## src/hdl/hpm_pkg.sv

```systemverilog
package hpm_pkg;

  localparam int VOICES_DEF    = 4;
  localparam int PAT_W         = 32;
  localparam int LEN_W         = 6;
  localparam int INT_W         = 12;
  localparam int SHAKE_W       = 14;
  localparam int FLAG_W        = 4;
  localparam int IN_W          = 64;
  localparam int OUT_W         = 96;
  localparam int PATTERN_STEPS = 32;
  localparam int REPLACE_LIMIT = 9999;
  localparam int LOOP_FACTOR   = 10;
  localparam int THRESH_Q8     = 25;
  localparam int SHAKE_MAX     = 16383;
  localparam int TENTH_TOP     = 6;
  localparam int TENTH_MID     = 3;
  localparam int TENTH_LOW     = 1;
  localparam int TEN           = 10;
  localparam int SQ_W          = 2 * INT_W;
  localparam int RECIP10       = 838861;
  localparam int RECIP10_SH    = 23;

  localparam int F_DRIVE = 0;
  localparam int F_LOOP  = 1;
  localparam int F_PADA  = 2;
  localparam int F_PADB  = 3;

  typedef enum logic [1:0] {
    REQ_TICK     = 2'd0,
    REQ_START    = 2'd1,
    REQ_STOP_ONE = 2'd2,
    REQ_STOP_ALL = 2'd3
  } req_t;

  typedef enum logic [3:0] {
    ST_IDLE,
    ST_VOICE,
    ST_VDIV,
    ST_BEST,
    ST_SQ,
    ST_SACC,
    ST_SDIV,
    ST_LVL,
    ST_LDIV,
    ST_DONE
  } state_t;

endpackage

```

## src/hdl/haptic_pattern_mixer_unit.sv

```systemverilog
// Channel | Dir | Signals                    | Contents
// request | in  | s_tvalid s_tready s_tdata  | slot, pattern, length, intensity, flags
//         |     | s_tuser                    | request kind
// result  | out | m_tvalid m_tready m_tdata  | slot, shake, pad A and pad B reports
// A start or stop request goes straight to the last state, which loads its result.
// A tick visits each voice and, if a drive voice is active, the best, sum and level states
// before the next ready; voice and shake-term divisions use the shared 24-step divider.
// Reset is synchronous and frees all voices at once.
// A new request is taken while the previous result still waits on m_tready; a finished
// result waits in the last state until the output register is free.
module haptic_pattern_mixer_unit #(
  parameter int VOICES = hpm_pkg::VOICES_DEF
) (
  input  logic                      clk,
  input  logic                      rst,
  input  logic                      s_tvalid,
  output logic                      s_tready,
  // slot_index, pattern_bits, pattern_length, peak_intensity, flag_drive_shake,
  // flag_loop, flag_pad_a, flag_pad_b, zero fill
  input  logic [hpm_pkg::IN_W-1:0]  s_tdata,
  // req_type
  input  logic [1:0]                s_tuser,
  output logic                      m_tvalid,
  input  logic                      m_tready,
  // assigned_slot, shake_valid, shake_level, pad_a_start, pad_a_bits,
  // pad_a_length, pad_b_start, pad_b_bits, pad_b_length, zero fill
  output logic [hpm_pkg::OUT_W-1:0] m_tdata
);

  localparam int VW   = (VOICES > 1) ? $clog2(VOICES) : 1;
  localparam int SUMW = hpm_pkg::INT_W + VW + 1;
  localparam int LVW  = SUMW + 4;
  localparam int DW   = (hpm_pkg::SQ_W > LVW) ? hpm_pkg::SQ_W : LVW;
  localparam int PW   = hpm_pkg::PAT_W;
  localparam int LW   = hpm_pkg::LEN_W;
  localparam int IW   = hpm_pkg::INT_W;
  localparam int PRW  = LVW + 20;
  localparam int QW   = PRW - hpm_pkg::RECIP10_SH;

  logic [LW-1:0]              v_len [VOICES];
  logic [LW-1:0]              v_rem [VOICES];
  logic [PW-1:0]              v_pat [VOICES];
  logic [IW-1:0]              v_int [VOICES];
  logic [hpm_pkg::FLAG_W-1:0] v_flg [VOICES];
  logic [IW-1:0]              inten [VOICES];

  hpm_pkg::state_t state, state_next;
  logic [VW-1:0]   cur, cur_next;
  logic [PW-1:0]   merged, merged_next;
  logic [LW-1:0]   combined, combined_next;
  logic [PW-1:0]   pa_bits, pa_bits_next, pb_bits, pb_bits_next;
  logic [LW-1:0]   pa_len, pa_len_next, pb_len, pb_len_next;
  logic            pa_start, pa_start_next, pb_start, pb_start_next;
  logic [VW-1:0]   best, best_next;
  logic [IW-1:0]   bestval, bestval_next;
  logic            found, found_next;
  logic [SUMW-1:0] sum, sum_next;
  logic [hpm_pkg::SQ_W-1:0] sq;
  logic [1:0]      w_slot, w_slot_next;
  logic            w_sv, w_sv_next;
  logic [hpm_pkg::SHAKE_W-1:0] w_shake, w_shake_next;
  logic            out_load;

  logic            accept;
  hpm_pkg::req_t   req;
  logic [2:0]      in_slot;
  logic [PW-1:0]   in_pat;
  logic [LW-1:0]   in_len, len_sat;
  logic [IW-1:0]   in_int;
  logic [hpm_pkg::FLAG_W-1:0] in_flg;
  logic [VW-1:0]   start_idx;
  logic            free_seen;

  logic [LW-1:0]   vr, vl, off, vr_new;
  logic [PW-1:0]   vp, sh;
  logic [IW-1:0]   vi, lim;
  logic [hpm_pkg::FLAG_W-1:0] vf;
  logic            advance;
  logic [3:0]      tenths;
  logic [27:0]     sq10;
  logic [LVW-1:0]  lvnum;
  logic [PRW-1:0]  lprod;
  logic [QW-1:0]   lq;

  logic            div_start, div_done;
  logic [DW-1:0]   div_dividend, div_q;
  logic [IW-1:0]   div_divisor;

  hpm_div #(.DW(DW), .SW(IW)) u_div (
    .clk      (clk),
    .rst      (rst),
    .start    (div_start),
    .dividend (div_dividend),
    .divisor  (div_divisor),
    .done     (div_done),
    .quotient (div_q)
  );

  assign s_tready = (state == hpm_pkg::ST_IDLE);
  assign accept   = s_tvalid && s_tready;
  assign req      = hpm_pkg::req_t'(s_tuser);
  assign in_slot  = s_tdata[2:0];
  assign in_pat   = s_tdata[34:3];
  assign in_len   = s_tdata[40:35];
  assign in_int   = s_tdata[52:41];
  assign in_flg   = s_tdata[56:53];
  assign len_sat  = (in_len > LW'(hpm_pkg::PATTERN_STEPS)) ? LW'(hpm_pkg::PATTERN_STEPS)
                                                             : in_len;

  always_comb begin
    start_idx = '0;
    free_seen = 1'b0;
    for (int i = 0; i < VOICES; i++) begin
      if (!free_seen) begin
        if (v_rem[i] == '0) begin
          start_idx = VW'(i);
          free_seen = 1'b1;
        end else if ((v_flg[i][hpm_pkg::F_LOOP]
                      ? 10'(v_len[i]) * 10'(hpm_pkg::LOOP_FACTOR) : 10'(v_rem[i]))
                     < 14'(hpm_pkg::REPLACE_LIMIT)) begin
          start_idx = VW'(i);
        end
      end
    end
  end

  assign vr     = v_rem[cur];
  assign vl     = v_len[cur];
  assign vp     = v_pat[cur];
  assign vi     = v_int[cur];
  assign vf     = v_flg[cur];
  assign off    = (vl >= vr) ? vl - vr : '0;
  assign sh     = off[5] ? '0 : vp << off[4:0];
  assign vr_new = ((vr == LW'(1)) && vf[hpm_pkg::F_LOOP]) ? vl : vr - LW'(1);
  assign lim    = found ? bestval : IW'(hpm_pkg::THRESH_Q8);
  assign tenths = (merged[PW-1] ? 4'(hpm_pkg::TENTH_TOP) : 4'd0)
                + (merged[PW-2] ? 4'(hpm_pkg::TENTH_MID) : 4'd0)
                + (merged[PW-3] ? 4'(hpm_pkg::TENTH_LOW) : 4'd0);
  assign sq10   = 28'(sq) * 28'(hpm_pkg::TEN);
  assign lprod  = PRW'(lvnum) * PRW'(hpm_pkg::RECIP10);
  assign lq     = lprod[PRW-1:hpm_pkg::RECIP10_SH];

  always_comb begin
    state_next    = state;
    cur_next      = cur;
    merged_next   = merged;
    combined_next = combined;
    pa_bits_next  = pa_bits;
    pb_bits_next  = pb_bits;
    pa_len_next   = pa_len;
    pb_len_next   = pb_len;
    pa_start_next = pa_start;
    pb_start_next = pb_start;
    best_next     = best;
    bestval_next  = bestval;
    found_next    = found;
    sum_next      = sum;
    w_slot_next   = w_slot;
    w_sv_next     = w_sv;
    w_shake_next  = w_shake;
    out_load      = 1'b0;
    advance       = 1'b0;
    div_start     = 1'b0;
    div_dividend  = '0;
    div_divisor   = '0;
    case (state)
      hpm_pkg::ST_IDLE: begin
        if (accept) begin
          merged_next   = '0;
          combined_next = '0;
          pa_bits_next  = '0;
          pb_bits_next  = '0;
          pa_len_next   = '0;
          pb_len_next   = '0;
          pa_start_next = 1'b0;
          pb_start_next = 1'b0;
          w_slot_next   = '0;
          w_sv_next     = 1'b0;
          w_shake_next  = '0;
          cur_next      = '0;
          found_next    = 1'b0;
          bestval_next  = '0;
          best_next     = '0;
          sum_next      = '0;
          if (req == hpm_pkg::REQ_TICK) begin
            state_next = hpm_pkg::ST_VOICE;
          end else begin
            if (req == hpm_pkg::REQ_START) begin
              w_slot_next = 2'(start_idx);
            end
            state_next = hpm_pkg::ST_DONE;
          end
        end
      end
      hpm_pkg::ST_VOICE: begin
        advance = 1'b1;
        if (vr != '0) begin
          if (vf[hpm_pkg::F_DRIVE]) begin
            merged_next = merged | sh;
            if (combined < vr) combined_next = vr;
            if (!vf[hpm_pkg::F_LOOP] && (vl != '0)) begin
              div_start    = 1'b1;
              div_dividend = DW'(18'(vi) * 18'(vr));
              div_divisor  = IW'(vl);
              advance      = 1'b0;
              state_next   = hpm_pkg::ST_VDIV;
            end
          end
          if (vf[hpm_pkg::F_PADA]) begin
            pa_bits_next = pa_bits | sh;
            if (pa_len < vr) pa_len_next = vr;
            if (off == '0) pa_start_next = 1'b1;
          end
          if (vf[hpm_pkg::F_PADB]) begin
            pb_bits_next = pb_bits | sh;
            if (pb_len < vr) pb_len_next = vr;
            if (off == '0) pb_start_next = 1'b1;
          end
        end
      end
      hpm_pkg::ST_VDIV: begin
        advance = div_done;
      end
      hpm_pkg::ST_BEST: begin
        if (inten[cur] > lim) begin
          bestval_next = inten[cur];
          best_next    = cur;
          found_next   = 1'b1;
        end
        if (cur == VW'(VOICES - 1)) begin
          cur_next   = '0;
          state_next = hpm_pkg::ST_SQ;
        end else begin
          cur_next = cur + VW'(1);
        end
      end
      hpm_pkg::ST_SQ: begin
        if (cur == best) begin
          sum_next = sum + SUMW'(inten[cur]);
          if (cur == VW'(VOICES - 1)) begin
            state_next = hpm_pkg::ST_LVL;
          end else begin
            cur_next = cur + VW'(1);
          end
        end else begin
          state_next = hpm_pkg::ST_SACC;
        end
      end
      hpm_pkg::ST_SACC: begin
        if (found) begin
          div_start    = 1'b1;
          div_dividend = DW'(sq);
          div_divisor  = bestval;
          state_next   = hpm_pkg::ST_SDIV;
        end else begin
          sum_next = sum + SUMW'(sq10[19:8]);
          if (cur == VW'(VOICES - 1)) begin
            state_next = hpm_pkg::ST_LVL;
          end else begin
            cur_next   = cur + VW'(1);
            state_next = hpm_pkg::ST_SQ;
          end
        end
      end
      hpm_pkg::ST_SDIV: begin
        if (div_done) begin
          sum_next = sum + SUMW'(div_q[IW-1:0]);
          if (cur == VW'(VOICES - 1)) begin
            state_next = hpm_pkg::ST_LVL;
          end else begin
            cur_next   = cur + VW'(1);
            state_next = hpm_pkg::ST_SQ;
          end
        end
      end
      hpm_pkg::ST_LVL: begin
        state_next = hpm_pkg::ST_LDIV;
      end
      hpm_pkg::ST_LDIV: begin
        // The division by ten is a multiplication by a scaled reciprocal.
        w_sv_next    = 1'b1;
        w_shake_next = (lq > QW'(hpm_pkg::SHAKE_MAX))
                       ? hpm_pkg::SHAKE_W'(hpm_pkg::SHAKE_MAX)
                       : lq[hpm_pkg::SHAKE_W-1:0];
        state_next   = hpm_pkg::ST_DONE;
      end
      hpm_pkg::ST_DONE: begin
        if (!m_tvalid || m_tready) begin
          out_load   = 1'b1;
          state_next = hpm_pkg::ST_IDLE;
        end
      end
      default: begin
        state_next = hpm_pkg::ST_IDLE;
      end
    endcase
    if (advance) begin
      if (cur == VW'(VOICES - 1)) begin
        cur_next   = '0;
        state_next = (combined_next == '0) ? hpm_pkg::ST_DONE : hpm_pkg::ST_BEST;
      end else begin
        cur_next   = cur + VW'(1);
        state_next = hpm_pkg::ST_VOICE;
      end
    end
  end

  always_ff @(posedge clk) begin
    if (rst) begin
      state    <= hpm_pkg::ST_IDLE;
      m_tvalid <= 1'b0;
      for (int i = 0; i < VOICES; i++) v_rem[i] <= '0;
    end else begin
      state <= state_next;
      if (out_load) begin
        m_tvalid <= 1'b1;
      end else if (m_tready) begin
        m_tvalid <= 1'b0;
      end
      if (accept && (req == hpm_pkg::REQ_START)) begin
        v_rem[start_idx] <= len_sat;
      end else if (accept && (req == hpm_pkg::REQ_STOP_ONE)) begin
        if (32'(in_slot) < VOICES) v_rem[VW'(in_slot)] <= '0;
      end else if (accept && (req == hpm_pkg::REQ_STOP_ALL)) begin
        for (int i = 0; i < VOICES; i++) v_rem[i] <= '0;
      end else if ((state == hpm_pkg::ST_VOICE) && (vr != '0)) begin
        v_rem[cur] <= vr_new;
      end
    end
  end

  always_ff @(posedge clk) begin
    cur      <= cur_next;
    merged   <= merged_next;
    combined <= combined_next;
    pa_bits  <= pa_bits_next;
    pb_bits  <= pb_bits_next;
    pa_len   <= pa_len_next;
    pb_len   <= pb_len_next;
    pa_start <= pa_start_next;
    pb_start <= pb_start_next;
    best     <= best_next;
    bestval  <= bestval_next;
    found    <= found_next;
    sum      <= sum_next;
    w_slot   <= w_slot_next;
    w_sv     <= w_sv_next;
    w_shake  <= w_shake_next;
    if (state == hpm_pkg::ST_SQ) begin
      sq <= hpm_pkg::SQ_W'(inten[cur]) * hpm_pkg::SQ_W'(inten[cur]);
    end
    if (state == hpm_pkg::ST_LVL) begin
      lvnum <= LVW'(sum) * LVW'(tenths);
    end
    if (accept && (req == hpm_pkg::REQ_START)) begin
      v_len[start_idx] <= len_sat;
      v_pat[start_idx] <= in_pat;
      v_int[start_idx] <= in_int;
      v_flg[start_idx] <= in_flg;
    end
    if (state == hpm_pkg::ST_VOICE) begin
      inten[cur] <= ((vr != '0) && vf[hpm_pkg::F_DRIVE]) ? vi : '0;
    end else if ((state == hpm_pkg::ST_VDIV) && div_done) begin
      inten[cur] <= div_q[IW-1:0];
    end
    if (out_load) begin
      m_tdata <= {1'b0, pb_len, pb_bits, pb_start, pa_len, pa_bits, pa_start,
                  w_shake, w_sv, w_slot};
    end
  end

endmodule

```

## src/hdl/hpm_div.sv

```systemverilog
module hpm_div #(
  parameter int DW = 24,
  parameter int SW = 12
) (
  input  logic          clk,
  input  logic          rst,
  input  logic          start,
  input  logic [DW-1:0] dividend,
  input  logic [SW-1:0] divisor,
  output logic          done,
  output logic [DW-1:0] quotient
);

  localparam int CW = $clog2(DW + 1);

  logic          busy;
  logic [CW-1:0] cnt;
  logic [SW-1:0] rem;
  logic [SW-1:0] dsr;
  logic [DW-1:0] quo;
  logic [SW:0]   trial;
  logic          take;

  assign trial    = {rem, quo[DW-1]};
  assign take     = trial >= {1'b0, dsr};
  assign quotient = quo;

  always_ff @(posedge clk) begin
    if (rst) begin
      busy <= 1'b0;
      done <= 1'b0;
      cnt  <= '0;
    end else begin
      done <= 1'b0;
      if (start) begin
        busy <= 1'b1;
        cnt  <= CW'(DW);
      end else if (busy) begin
        cnt <= cnt - CW'(1);
        if (cnt == CW'(1)) begin
          busy <= 1'b0;
          done <= 1'b1;
        end
      end
    end
  end

  always_ff @(posedge clk) begin
    if (start) begin
      quo <= dividend;
      rem <= '0;
      dsr <= divisor;
    end else if (busy) begin
      rem <= take ? SW'(trial - {1'b0, dsr}) : trial[SW-1:0];
      quo <= {quo[DW-2:0], take};
    end
  end

endmodule

```

## config.mk

```make
export PLATFORM = sky130hd
export DESIGN_NAME = haptic_pattern_mixer_unit
export DESIGN_NICKNAME = d
export VERILOG_FILES = /design/src/hdl/hpm_pkg.sv /design/src/hdl/haptic_pattern_mixer_unit.sv /design/src/hdl/hpm_div.sv
export SDC_FILE = /design/constraint.sdc
export NUM_CORES = 2
export LEC_CHECK = 0
export ABC_CLOCK_PERIOD_IN_PS = 7200
export BUFFER_PORTS_ARGS = -buffer_cell sky130_fd_sc_hd__buf_2
export CAP_MARGIN = 20
export CORE_MARGIN = 4
export CORE_UTILIZATION = 57
export DETAILED_ROUTE_END_ITERATION = 12
export PLACE_DENSITY_LB_ADDON = 0.25
export SLEW_MARGIN = 20
export SYNTH_ARGS = -nofsm -noshare
export SYNTH_HDL_FRONTEND = slang
export SYNTH_SLANG_ARGS = --single-unit
```

## constraint.sdc

```tcl
create_clock -name clk -period 7.2 [get_ports clk]
set_input_delay 1.08 -clock clk [delete_from_list [all_inputs] [get_ports clk]]
set_output_delay 1.08 -clock clk [all_outputs]
set_load 0.02 [all_outputs]
```

Yosys cells after proc, flatten, opt, wreduce, memory -nomap -nowiden:

Memories as Yosys holds them, arrays and structs flattened. A register that Yosys moved wholly into a read port is not among the register bits.
Cells that the tools add are included.

* bitwise logic cells: 10
* $mul: 8
* reductions and logical operators: 48
* order comparisons: 12
* $add $sub $neg: 10
* equality and inequality tests: 39
* shift operators: 1
* mux-type cells: 177

Operators by type and width (number)
* 2-to-1 mux 32 bit: 8
* one-hot mux 32 bit (2 select lines): 3
* 2-to-1 mux 6 bit: 24
* bitwise OR 32 bit: 3
* 2-to-1 mux 12 bit: 7
* 2-to-1 mux 24 bit: 3
* 2-to-1 mux 1 bit: 61
* 2-to-1 mux 15 bit: 4
* one-hot mux 15 bit (4 select lines): 1
* 2-to-1 mux 18 bit: 3
* 2-to-1 mux 2 bit: 26
* 2-to-1 mux 4 bit: 13
* one-hot mux 12 bit (2 select lines): 2
* one-hot mux 24 bit (2 select lines): 1
* adder 15 x 12 -> 15 bit: 3
* less-than comparator 10 x 14 -> 1 bit (second input constant): 3
* one-hot mux 4 bit (10 select lines): 1
* multiplier 19 x 20 -> 39 bit (second input constant): 1
* zero test 6 bit: 6
* one-hot mux 6 bit (2 select lines): 3
* << shifter 32 x 5 -> 32 bit: 1
* 2-to-1 mux 10 bit: 3
* AND reduction 5 bit: 6
* 2-to-1 mux 14 bit: 2
* 57 further kinds: 117

* RAM bits: 288
* memories kept: 6
* register bits: 363
* output and inout port bits: 98

Memories
* v_pat: words 4, bits a word 32, rd ports 1, clocked after memory_dff 1, write ports 1, line haptic_pattern_mixer_unit.sv:42 `logic [PW-1:0] v_pat [VOICES];`
* inten: words 4, bits a word 12, rd ports 1, clocked after memory_dff 1, write ports 1, line haptic_pattern_mixer_unit.sv:45 `logic [IW-1:0] inten [VOICES];`
* v_int: words 4, bits a word 12, rd ports 1, clocked after memory_dff 1, write ports 1, line haptic_pattern_mixer_unit.sv:43 `logic [IW-1:0] v_int [VOICES];`
* v_len: words 4, bits a word 6, rd ports 4, clocked after memory_dff 1, write ports 1, line haptic_pattern_mixer_unit.sv:40 `logic [LW-1:0] v_len [VOICES];`
* v_rem: words 4, bits a word 6, rd ports 5, clocked after memory_dff 1, write ports 4, line haptic_pattern_mixer_unit.sv:41 `logic [LW-1:0] v_rem [VOICES];`
* v_flg: words 4, bits a word 4, rd ports 4, clocked after memory_dff 1, write ports 1, line haptic_pattern_mixer_unit.sv:44 `logic [hpm_pkg::FLAG_W-1:0] v_flg [VOICES];`

Depth between registers and ports, before layout:

An unclocked memory read counts as a cell.

* depth in word-level cells: 16
* gate-level depth with buffers: 30
* depth with buffers taken out: 25

Modules after synthesis:

A second synthesis with hierarchy kept.

* cell total of the unflattened synthesis: 3452
* area total of the unflattened synthesis: 41028.1 um2

Modules (own cells, without submodules)
* haptic_pattern_mixer_unit: cells each 3213, instances 1, area an instance 38149.1 um2
* hpm_div: cells each 239, instances 1, area an instance 2879.0 um2

Least setup slack after synthesis:

No wires, ideal clock.

* path type: reg2reg
* from: register (tool-made name)
* to: register sq[23] (netlist bit) (data pin)
* data required time: 6.942 ns
* arrival time: 6.581 ns
* setup time: 0.258 ns
* buffers on the path: 5
* period minus slack after synthesis: 6.839 ns
* stages on the path, launching flop included: 28
* setup slack: 0.361 ns
* path through: dfxtp_1 -> buf_2 -> buf_2 -> buf_2 -> buf_1 -> buf_2 -> mux2i_1 -> nand2_1 -> o21ai_1 -> inv_1 -> nand2_1 -> inv_1 -> fa_1 -> fa_1 -> fa_1 -> fa_1 -> inv_1 -> fa_1 -> inv_1 -> ha_1 -> o21ai_0 -> nand2b_1 -> nand2_1 -> o311ai_0 -> nand2_1 -> o2111ai_1 -> a21oi_1 -> xnor2_1

RTL lines
* end signal: assignment: line haptic_pattern_mixer_unit.sv:350 `sq <= hpm_pkg::SQ_W'(inten[cur]) * hpm_pkg::SQ_W'(inten[cur]);`
* end: declaration: line haptic_pattern_mixer_unit.sv:58 `logic [hpm_pkg::SQ_W-1:0] sq;`

==> results.cfg <==
[outcome]
status = finished clean

[yosys]
netlist_area_sq_mm = 0.0407
synthArstFlopShare_pct = 0
synth_top_cell_by_area = edfxtp_1
synth_area_per_cell_sq_um = 11.8
synth-edff-count = 591
synth-main-ff-cell = edfxtp_1
postSynthCellCount = 3437
ys_ff_latch = 623
ys_types = 79
netlist.area_leader.share_pct = 43.6
yosys-top-cells-area = edfxtp_1 44%, fa_1 12%, ha_1 10%, inv_1 4.5%, mux4_2 3.2%
yosysSeqAreaShare_pct = 45.2
syn_nets = 4091
yosys_warnings = 0

[routing]
vias = 26265
via_per_inst = 5.70
drc_errors = 0
antenna_left = 0
firstDrtPassIters = 6
wire_per_inst_um = 19.6
routed_wl_um = 90200
drt_iter0_markers = 2121

[worst_setup_path]
arrival_ns = 6.92
worst_r2r_path_depth = 19
crit_type = flip-flop to flip-flop
cp-end-kind = flip-flop
worst-r2r-setup-slack_ns = 0.63
cp_max_fo = 35
critPathRequiredTime_ns = 7.54
cp-start-kind = flip-flop
r2r_end = u_div.quotient[17]

[clock_network]
root_buffer = clkbuf_16
post_cts_resized = 0
clockBufferDepth = 3
hold_buffers = 0
clk_pin_slew_ns = 0.06
cts-htree-levels = 3
clk_latency_ns = 0.62
cts.sinks = 623
post-cts-setup-buffers = 0
tritoncts = built
cts-buffers-inserted = 68

[timing]
max_slew_margin_pct = 31.8
slew_viol_final = 0
finalCriticalPeriod_ns = 6.57
fin_tns_setup_ns = 0
clock_skew_ns = 0.0254
worst_slew_pin_slew_ns = 1.02
fmax_mhz = 152
finalHoldViolCount = 0
setup_viol = 0
grt_setup_unrepaired = false
period_share_pct = 91.3

[global_routing]
overflow = 0
grt_pass1_vias = 26540
antenna_found_initial = 7
grt_pass1_wl_um = 143000
grt_max_degree = 81
grt_usage_pct = 24.2

[placement]
portBuffers = 159
dp_hpwl_um = 67400
place.gp.congestion = 0.893

[final_layout]
layout_commonest_cell = edfxtp_1
nets = 4267
final_cell_mix = 591 x edfxtp_1, 484 x inv_1, 336 x ha_1
drive_above_1_share_pct = 12.5
nFillCells = 5415
syn2layout_area_growth_pct = 10.4

[floorplanning]
die_w_um = 275
coreArea_sq_mm = 0.0704
std_cell_rows = 97
die_y_um = 275
boundaryPins = 168
dieArea_sq_mm = 0.0758
initial_utilization_pct = 57.8

[hold_path]
hold_path_class = flip-flop to flip-flop
hold-path-endpoint = m_tdata[17]
hp-start = pa_start
whs_path_depth = 0

[run]
drv_cap = 0
## state kept, by name, indices dropped and copies added, names as in the netlist, 4 cells and up, named ones only
register,count
pb_bits,32
sum,15
v_pat,128
lvnum,19
w_shake,14
bestval,12
combined,6
v_int,48
state,4
u_div.quotient,24
u_div.rem,12
u_div.dsr,12
v_flg,16
v_rem,24
sq,23
pb_len,6
pa_bits,32
u_div.cnt,5
pa_len,6
v_len,24
inten,48
m_tdata,95
## metrics by stage
stage | cell area (sq um) | std cells | setup slack [ns] | hold slack (ns) | util (%)
after floorplan | 40700 | 3437 | 0.361 | 0.400 | -
after global placement | 42700 | 4482 | 0.612 | 0.400 | 60.6
after detailed placement | 42700 | 4482 | 0.586 | 0.405 | 60.6
after CTS | 44900 | 4604 | 0.562 | 0.418 | 63.8
after global routing | 44900 | 4606 | 0.156 | 0.427 | 63.8
final | 44900 | 4609 | 0.628 | 0.418 | 63.8
## routing by layer
metal	track usage, %	wire length [um]	vias up
li1	-	-	12328
met1	34.3	38900	12895
met2	38.7	42100	873
met3	4.44	6530	169
met4	6.98	2650	0
met5	0	0	-
## worst max-delay path by stage
stage | start | to | slack (ns) | depth (start not counted)
floorplan | flip-flop | sq[23] | 0.36 | 27
global placement | flip-flop | sq[23] | 0.61 | 21
detailed placement | flip-flop | sq[23] | 0.59 | 21
CTS | flip-flop | sq[23] | 0.56 | 21
global route | flip-flop | u_div.quotient[17] | 0.16 | 19
finish | flip-flop | u_div.quotient[17] | 0.63 | 19
## synth_stat cells, types with 10 or more instances
library cell and count:
nand3_1 30, nand2_1 241, nor2b_1 47, nor3_1 48, o21bai_1 13, and3_1 15, mux2i_1 76, nand2b_1 37
xor2_1 37, and2_1 98, nor2_1 265, buf_2 21, edfxtp_1 591, mux2_2 49, o31a_1 14, fa_1 248
dfxtp_1 32, mux4_2 57, nand4_1 11, o221ai_1 10, a211oi_1 10, or3_1 14, inv_1 484, ha_1 336
a21oi_1 111, clkbuf_1 75, a31oi_1 14, o21ai_0 120, xnor2_1 64, a21o_1 65, o21a_1 41, or2_2 11
## area by class of cell
class	count	area (sq um)	share of cell area [%]
antenna	4	10.0	0.0223
clock buffer	78	1780	3.97
clock inverter	44	448	0.997
inverter	485	1820	4.05
multi-input combinational	2223	20100	44.7
sequential	623	18400	40.9
tap	940	1180	2.62
timing repair buffer	212	1190	2.65
## critical path, stage by stage (launching register included)
cell	delay (ns)
dfxtp_4	0.59
buf_4	0.52
buf_4	0.48
mux4_2	0.48
nand2_1	0.13
fa_1	0.45
fa_1	0.52
fa_1	0.55
inv_1	0.04
ha_1	0.31
nor2b_1	0.15
o21ai_0	0.21
a21boi_0	0.15
o21ai_0	0.27
a21oi_1	0.14
o21ai_0	0.38
a21oi_1	0.18
o41ai_1	0.41
mux2i_1	0.23
o21ai_0	0.09
## logic make-up (layout without fill, tap and decap cells)
| logic type | Yosys count | in the layout | synth area share, % |
|---|---|---|---|
| simple gates | 849 | 849 | 9.82 |
| flops | 623 | 623 | 45.2 |
| buf+inv | 591 | 819 | 5.58 |
| fa+ha+maj | 584 | 584 | 22.5 |
| compound gates | 502 | 502 | 8.09 |
| mux | 186 | 186 | 6.64 |
| xor+xnor | 101 | 101 | 2.17 |
| other cells | 1 | 5 | 0.00921 |
Power is left out: the tool's default activity adds up to more than one toggle a clock period on the data nets, which glitch-free logic cannot reach.
